<file path="config.mk">
export PLATFORM = sky130hd
export DESIGN_NAME = i2c_bit_level_master_top
export DESIGN_NICKNAME = d
export VERILOG_FILES = /design/src/hw/rtl/i2cblm_pkg.sv /design/src/hw/rtl/i2cblm_seq.sv /design/src/hw/rtl/i2c_bit_level_master_top.sv
export SDC_FILE = /design/constraint.sdc
export NUM_CORES = 1
export LEC_CHECK = 0
export ABC_AREA = 1
export BUFFER_PORTS_ARGS = -buffer_cell sky130_fd_sc_hd__buf_2
export CELL_PAD_IN_SITES_DETAIL_PLACEMENT = 1
export CELL_PAD_IN_SITES_GLOBAL_PLACEMENT = 2
export CORE_MARGIN = 5
export CORE_UTILIZATION = 34
export DETAILED_ROUTE_END_ITERATION = 10
export PLACE_DENSITY_LB_ADDON = 0.15
export SYNTH_ARGS = -nofsm -noshare
export SYNTH_HDL_FRONTEND = slang
export SYNTH_SLANG_ARGS = --single-unit
</file>
<file path="constraint.sdc">
create_clock -name clock -period 2.45 [get_ports clock]
set_input_delay 0.49 -clock clock [delete_from_list [all_inputs] [get_ports clock]]
set_output_delay 0.49 -clock clock [all_outputs]
set_load 0.02 [all_outputs]
</file>
<file path="src/hw/rtl/i2cblm_pkg.sv">
// Shared types and constants for the I2C bit-level master.
// No dependencies; used by the sequencer and the top level.
`timescale 1ns / 1ps

package i2cblm_pkg;

   localparam int BITS_PER_BYTE = 8;
   localparam int BIT_IDX_W     = $clog2(BITS_PER_BYTE);
   localparam int DELAY_W       = 16;

   localparam logic [BIT_IDX_W-1:0] LAST_BIT      = BIT_IDX_W'(BITS_PER_BYTE - 1);
   localparam logic [DELAY_W-1:0]   HALF_BIT_RESET = 16'd5;

   // Item actions; the idle command code shares the tick code
   typedef enum logic [2:0] {
      ACT_TICK  = 3'd0,
      ACT_START = 3'd1,
      ACT_STOP  = 3'd2,
      ACT_WRITE = 3'd3,
      ACT_READ  = 3'd4,
      ACT_ACK   = 3'd5,
      ACT_NACK  = 3'd6,
      ACT_RXACK = 3'd7
   } action_type;

   // Pin levels driven by the master
   typedef struct packed {
      logic scl;
      logic sda;
      logic drive;
   } pins_type;

   // One result item
   typedef struct packed {
      pins_type                   pins;
      logic                       busy;
      logic                       done;
      logic [BITS_PER_BYTE-1:0]   read_data;
      logic                       ack_seen;
      logic                       rejected;
   } rsp_type;

endpackage

</file>
<file path="src/hw/rtl/i2cblm_seq.sv">
// Bit sequencer of the I2C master: command state, half-bit timer, shifter.
// Depends on i2cblm_pkg.
`timescale 1ns / 1ps

module i2cblm_seq (
   input  logic                                 clock,
   input  logic                                 reset,
   input  logic                                 csr_write_en,
   input  logic [i2cblm_pkg::DELAY_W-1:0]       csr_write_data,
   input  logic                                 step,
   input  i2cblm_pkg::action_type               action,
   input  logic [i2cblm_pkg::BITS_PER_BYTE-1:0] write_data,
   input  logic                                 sda_in,
   output i2cblm_pkg::rsp_type                  result
);

   localparam int BW = i2cblm_pkg::BITS_PER_BYTE;
   localparam int IW = i2cblm_pkg::BIT_IDX_W;
   localparam int DW = i2cblm_pkg::DELAY_W;

   logic [DW-1:0]              half_bit_ticks_ff;
   i2cblm_pkg::action_type     cmd_ff, cmd_in;
   logic [IW-1:0]              bit_idx_ff, bit_idx_in;
   logic                       phase_ff, phase_in;
   logic [DW-1:0]              delay_ff, delay_in;
   logic [BW-1:0]              shift_ff, shift_in;
   i2cblm_pkg::pins_type       pins_ff, pins_in;
   logic                       ack_ff, ack_in;
   logic [BW-1:0]              read_ff, read_in;
   logic                       done;
   logic                       rej;
   logic                       finish;
   logic [DW-1:0]              dlen;

   // Pin setup at the start of each bit or sequence
   function automatic i2cblm_pkg::pins_type bit_setup(i2cblm_pkg::action_type code,
                                                      logic msb,
                                                      i2cblm_pkg::pins_type cur);
      i2cblm_pkg::pins_type p;
      p = cur;
      case (code)
         i2cblm_pkg::ACT_START: begin
            p.drive = 1'b1; p.scl = 1'b1; p.sda = 1'b1;
         end
         i2cblm_pkg::ACT_STOP, i2cblm_pkg::ACT_ACK: begin
            p.drive = 1'b1; p.sda = 1'b0;
         end
         i2cblm_pkg::ACT_NACK: begin
            p.drive = 1'b1; p.sda = 1'b1;
         end
         i2cblm_pkg::ACT_WRITE: begin
            p.drive = 1'b1; p.sda = msb;
         end
         default: begin
            p.drive = 1'b0;
         end
      endcase
      return p;
   endfunction

   // A zero delay setting counts as one tick
   assign dlen = (half_bit_ticks_ff == '0) ? DW'(1) : half_bit_ticks_ff;

   // Next state for one item
   always_comb begin
      cmd_in     = cmd_ff;
      bit_idx_in = bit_idx_ff;
      phase_in   = phase_ff;
      delay_in   = delay_ff;
      shift_in   = shift_ff;
      pins_in    = pins_ff;
      ack_in     = ack_ff;
      read_in    = read_ff;
      done       = 1'b0;
      rej        = 1'b0;
      finish     = 1'b0;

      if (action != i2cblm_pkg::ACT_TICK) begin
         if (cmd_ff != i2cblm_pkg::ACT_TICK) begin
            rej = 1'b1;
         end else begin
            cmd_in     = action;
            bit_idx_in = '0;
            shift_in   = (action == i2cblm_pkg::ACT_WRITE) ? write_data : '0;
            pins_in    = bit_setup(action, shift_in[BW-1], pins_ff);
            phase_in   = 1'b0;
            delay_in   = dlen;
         end
      end else if (cmd_ff != i2cblm_pkg::ACT_TICK) begin
         if (delay_ff > DW'(1)) begin
            delay_in = delay_ff - DW'(1);
         end else if (!phase_ff) begin
            // end of first half-bit
            if (cmd_ff == i2cblm_pkg::ACT_START) pins_in.sda = 1'b0;
            else                                 pins_in.scl = 1'b1;
            phase_in = 1'b1;
            delay_in = dlen;
         end else begin
            // end of second half-bit
            case (cmd_ff)
               i2cblm_pkg::ACT_START: begin
                  pins_in.scl = 1'b0; finish = 1'b1;
               end
               i2cblm_pkg::ACT_STOP: begin
                  pins_in.sda = 1'b1; finish = 1'b1;
               end
               i2cblm_pkg::ACT_RXACK: begin
                  ack_in = !sda_in; pins_in.scl = 1'b0; finish = 1'b1;
               end
               i2cblm_pkg::ACT_WRITE: begin
                  pins_in.scl = 1'b0;
                  shift_in    = {shift_ff[BW-2:0], 1'b0};
               end
               i2cblm_pkg::ACT_READ: begin
                  pins_in.scl = 1'b0;
                  shift_in    = {shift_ff[BW-2:0], sda_in};
               end
               default: begin
                  pins_in.scl = 1'b0; finish = 1'b1;
               end
            endcase

            // byte commands move on to the next bit or end after the last
            if (cmd_ff == i2cblm_pkg::ACT_WRITE || cmd_ff == i2cblm_pkg::ACT_READ) begin
               if (bit_idx_ff != i2cblm_pkg::LAST_BIT) begin
                  bit_idx_in = bit_idx_ff + IW'(1);
                  pins_in    = bit_setup(cmd_ff, shift_in[BW-1], pins_in);
                  phase_in   = 1'b0;
                  delay_in   = dlen;
               end else begin
                  if (cmd_ff == i2cblm_pkg::ACT_READ) read_in = shift_in;
                  finish = 1'b1;
               end
            end

            if (finish) begin
               cmd_in     = i2cblm_pkg::ACT_TICK;
               phase_in   = 1'b0;
               delay_in   = '0;
               bit_idx_in = '0;
               done       = 1'b1;
            end
         end
      end
   end

   // Result seen after this item
   always_comb begin
      result.pins      = pins_in;
      result.busy      = (cmd_in != i2cblm_pkg::ACT_TICK);
      result.done      = done;
      result.read_data = read_in;
      result.ack_seen  = ack_in;
      result.rejected  = rej;
   end

   // State registers
   always_ff @(posedge clock) begin
      if (reset) begin
         half_bit_ticks_ff <= i2cblm_pkg::HALF_BIT_RESET;
         cmd_ff            <= i2cblm_pkg::ACT_TICK;
         bit_idx_ff        <= '0;
         phase_ff          <= 1'b0;
         delay_ff          <= '0;
         shift_ff          <= '0;
         pins_ff           <= '{scl: 1'b1, sda: 1'b1, drive: 1'b1};
         ack_ff            <= 1'b0;
         read_ff           <= '0;
      end else begin
         if (csr_write_en) half_bit_ticks_ff <= csr_write_data;
         if (step) begin
            cmd_ff     <= cmd_in;
            bit_idx_ff <= bit_idx_in;
            phase_ff   <= phase_in;
            delay_ff   <= delay_in;
            shift_ff   <= shift_in;
            pins_ff    <= pins_in;
            ack_ff     <= ack_in;
            read_ff    <= read_in;
         end
      end
   end

endmodule

</file>
<file path="src/hw/rtl/i2c_bit_level_master_top.sv">
// I2C bit-level master: an item at the input ports enters the input register at its accepting edge;
// its result is written into the result register when the item moves on, which a stall on the
// result side can delay. Throughput is one item per cycle while the result side does not stall.
// Reset is synchronous, active high: command idle, SCL/SDA high and driven,
// half-bit delay 5 ticks, both registers empty.
`timescale 1ns / 1ps

module i2c_bit_level_master_top (
   input  logic                                 clock,
   input  logic                                 reset,
   // configuration
   input  logic                                 csr_write_en,
   input  logic [i2cblm_pkg::DELAY_W-1:0]       csr_write_data,
   // input items
   input  logic                                 req_valid,
   output logic                                 req_stall,
   input  logic [2:0]                           req_action,
   input  logic [i2cblm_pkg::BITS_PER_BYTE-1:0] req_write_data,
   input  logic                                 req_sda_in,
   // result items
   output logic                                 rsp_valid,
   input  logic                                 rsp_stall,
   output logic                                 rsp_scl_level,
   output logic                                 rsp_sda_level,
   output logic                                 rsp_sda_drive,
   output logic                                 rsp_busy_res,
   output logic                                 rsp_done_res,
   output logic [i2cblm_pkg::BITS_PER_BYTE-1:0] rsp_read_data,
   output logic                                 rsp_ack_seen,
   output logic                                 rsp_rejected
);

   logic                                 in_valid_ff;
   i2cblm_pkg::action_type               in_action_ff;
   logic [i2cblm_pkg::BITS_PER_BYTE-1:0] in_wdata_ff;
   logic                                 in_sda_ff;
   logic                                 out_valid_ff;
   i2cblm_pkg::rsp_type                  out_ff;
   i2cblm_pkg::rsp_type                  result;
   logic                                 out_free;
   logic                                 step;
   logic                                 in_free;

   // Handshake: the item in the input register moves on when the result slot frees
   assign out_free  = !out_valid_ff || !rsp_stall;
   assign step      = in_valid_ff && out_free;
   assign in_free   = !in_valid_ff || step;
   assign req_stall = !in_free;

   // Input register
   always_ff @(posedge clock) begin
      if (reset) begin
         in_valid_ff <= 1'b0;
      end else if (in_free) begin
         in_valid_ff <= req_valid;
      end
   end

   always_ff @(posedge clock) begin
      if (in_free && req_valid) begin
         in_action_ff <= i2cblm_pkg::action_type'(req_action);
         in_wdata_ff  <= req_write_data;
         in_sda_ff    <= req_sda_in;
      end
   end

   i2cblm_seq u_seq (
      .clock          (clock),
      .reset          (reset),
      .csr_write_en   (csr_write_en),
      .csr_write_data (csr_write_data),
      .step           (step),
      .action         (in_action_ff),
      .write_data     (in_wdata_ff),
      .sda_in         (in_sda_ff),
      .result         (result)
   );

   // Result register
   always_ff @(posedge clock) begin
      if (reset) begin
         out_valid_ff <= 1'b0;
      end else if (out_free) begin
         out_valid_ff <= step;
      end
   end

   always_ff @(posedge clock) begin
      if (step) out_ff <= result;
   end

   assign rsp_valid     = out_valid_ff;
   assign rsp_scl_level = out_ff.pins.scl;
   assign rsp_sda_level = out_ff.pins.sda;
   assign rsp_sda_drive = out_ff.pins.drive;
   assign rsp_busy_res  = out_ff.busy;
   assign rsp_done_res  = out_ff.done;
   assign rsp_read_data = out_ff.read_data;
   assign rsp_ack_seen  = out_ff.ack_seen;
   assign rsp_rejected  = out_ff.rejected;

endmodule

</file>
==> metrics.txt <==
fraction of layout cells with a size suffix above 1 ~17%; Die Footprint approximately 15000 um^2; CTS H-tree depth 3; Antenna Nets Post-Route 0; chip height 124 um; Core Box Area ~13000 um^2; Yosys top cell area share about 27%; CTS tree done; number of global-route vias before repair 4115; Setup crit end kind flip-flop; max cap viols 0; critical path type flip-flop to flip-flop; RSZ-0062 raised after global routing false; clock transition at the registers of the reported paths 0.07 ns; PortBufs just under 50; Max Slew Vio Count 0; clock root buffer clkbuf_16; nets ~680; CTS Buf Count 9; area of the mapped netlist between 4000 and 5000 um^2; clk sinks 87; post-CTS setup buffers 0; GRT Total Usage 17.2%; dpl hpwl between 9000 and 10000 um; Power Dens Cells approximately 700 nW/um^2; Total Routed Length 12800 um; Synth Instances slightly below 600; Synth area leader dfxtp_1; placed instance area roughly 4900 um^2; Fin. Hold Viols 0; Syn-to-layout area delta 16.4%; Final min period ~2.2 ns; Synthesized Nets 626; Startpoint Class flip-flop; worst vdd ir roughly 0.35 mV; initial core utilization between 30% and 40%; # rows a little over 40; 1st-iter DRT viols ~240; clk buf depth 2; placed cell count ~800; Worst Path Max Fanout 12; routed vias/inst slightly below 5; Ant. Diodes 0; DRC 0; die width between 100 and 150 um; gr ovfl total 0; fmax between 0.4 and 0.5 GHz; Synth Register Bits 87; DR WL/cell ~16 um; Final setup viols 0; relative slew slack 55.9%; outcome finished, final reports clean; Final WS setup about 0.21 ns; count of cell types in the netlist 37; drt first pass iters 4; YS warnings 0; design area around 5200 um^2; WP data arrival roughly 2.5 ns; leakage approximately 2.3 nW; initial antenna violation count 0; worst min path class primary input to flip-flop; clock latency on the worst-skew pair 0.34 ns; pin count of the biggest net entering global routing 33; pre-CTS setup slack 0.181 ns; clock skew roughly 0.0079 ns; flop-to-flop setup slack 0.21 ns; Ports 50; Fin Hold WS roughly 0.32 ns; fin cells around 800; Least-Margin Pin Slew between 0.6 and 0.7 ns; synth top area cells dfxtp_1, edfxtp_1, nand2_1; setup_tns 0 ns; total number of vias around 4000; period utilization between 90% and 100%; Crit path required time between 2 and 3 ns; mean post-synth cell area around 7.6 um^2; first-pass GRT wire length 21400 um; GPL Wtd Cong between 0.8 and 0.9; post-synthesis sequential area ratio a little under half
## synthesized netlist by cell type (all sizes together)
library cell    n
a211oi          1
a21boi          1
a21oi          60
a31oi           1
buf             9
clkbuf          8
clkinv          1
dfxtp          60
edfxtp         27
ha             10
inv            74
nand2         131
nand3          41
nand3b          3
nand4          10
nor2           67
nor3            8
nor3b           1
o211ai          3
o21ai          55
o21bai          1
o31ai           6
xnor2           2
xor2            3
## critical path, stage by stage (launching register included)
cell and delay, ns:
edfxtp_1 0.43, inv_1 0.12, ha_1 0.28, nand2_8 0.06
inv_2 0.18, ha_1 0.28, nor2_2 0.22, buf_4 0.25
nand2_1 0.07, nand3_1 0.06, nand2_1 0.05, nand2_1 0.06
a21oi_1 0.07
## area by class of cell
class	count	area, um^2
sequential	87	2010
clock buffer	10	229
fill	1626	7540
tap	172	215
clock inverter	6	36.3
inverter	75	284
timing repair buffer	58	325
multi-input combinational	404	2080
## layer usage
metal  part of all wire, %  vias to the layer above  wire length [um]  global-route usage, %
met2                    44                       63              5590                   25.8
li1                      -                     2022                 -                      -
met1                    51                     1895              6500                   24.4
met5                     0                        -                 0                      0
met3                   4.0                       16               506                   3.34
met4                   1.6                        0               208                   6.25
## power by group
group	switching, mW	leakage [nW]	internal (mW)	total (mW)
clock	0.582	0.132	0.684	1.27
sequential	0.0628	0.749	1.58	1.64
combinational	0.495	1.37	0.234	0.728
total	1.14	2.25	2.50	3.64
## timing repair
| action | 4_1_cts | 5_1_grt |
|---|---|---|
| hold buffers | 0 | 0 |
| resized for setup | 0 | 4 |
| setup endpoints to repair | 0 | 9 |
## path summary, 6_finish.rpt
check | startpoint | to | depth (start not counted)
setup reg to reg | in_action_ff[0] | u_seq.delay_ff[13] | 12
hold / removal | req_write_data[4] | in_wdata_ff[4] | 1
hold reg to reg | u_seq.bit_idx_ff[2] | u_seq.bit_idx_ff[2] | 2
setup / recovery | in_action_ff[0] | u_seq.delay_ff[13] | 12
## logic make-up after synthesis
group	after synthesis	share of synthesized area [%]
and+or+nand+nor	261	27.6
AOI/OAI and AO/OA	128	15.2
buffers and inverters	92	8.24
DFF	87	45.2
adders and majority gates	10	2.81
xor gates and xnor gates	5	0.984
## cell usage in the layout, fill, tap and decap left out, types with 2 or more instances in the layout
master	count
buf_4	8
o211ai_1	3
nor3_1	6
nand3_2	2
clkinv_2	4
buf_2	49
xor2_1	3
nand3_4	2
edfxtp_1	27
o21ai_0	42
o31ai_1	6
nand2_1	122
nand3_1	37
ha_1	10
nand4_1	10
nand2_2	6
inv_2	5
nor2_4	5
nor2_2	7
a21oi_1	60
clkbuf_16	9
o21ai_1	13
nor2_1	55
nand3b_1	3
xnor2_1	2
inv_1	68
dfxtp_1	59
nand2_4	2
## flip-flops by register name (all words and copies together), names as in the netlist, 3 cells and up
| register | flops |
|---|---|
| u_seq.pins_ff | 3 |
| u_seq.read_ff | 8 |
| u_seq.half_bit_ticks_ff | 16 |
| u_seq.shift_ff | 7 |
| in_wdata_ff | 8 |
| u_seq.delay_ff | 16 |
| rsp_read_data | 8 |
| u_seq.cmd_ff | 3 |
| in_action_ff | 3 |
| u_seq.bit_idx_ff | 3 |
## stage by stage
step | total power, mW | util, %
floorplan | 2.17 | -
global placement | 2.38 | 38.6
detailed placement | 2.40 | 38.6
CTS | 3.69 | 40.6
global route | 3.84 | 40.7
finish | 3.64 | 40.7
(Power assumes the default switching activity.)
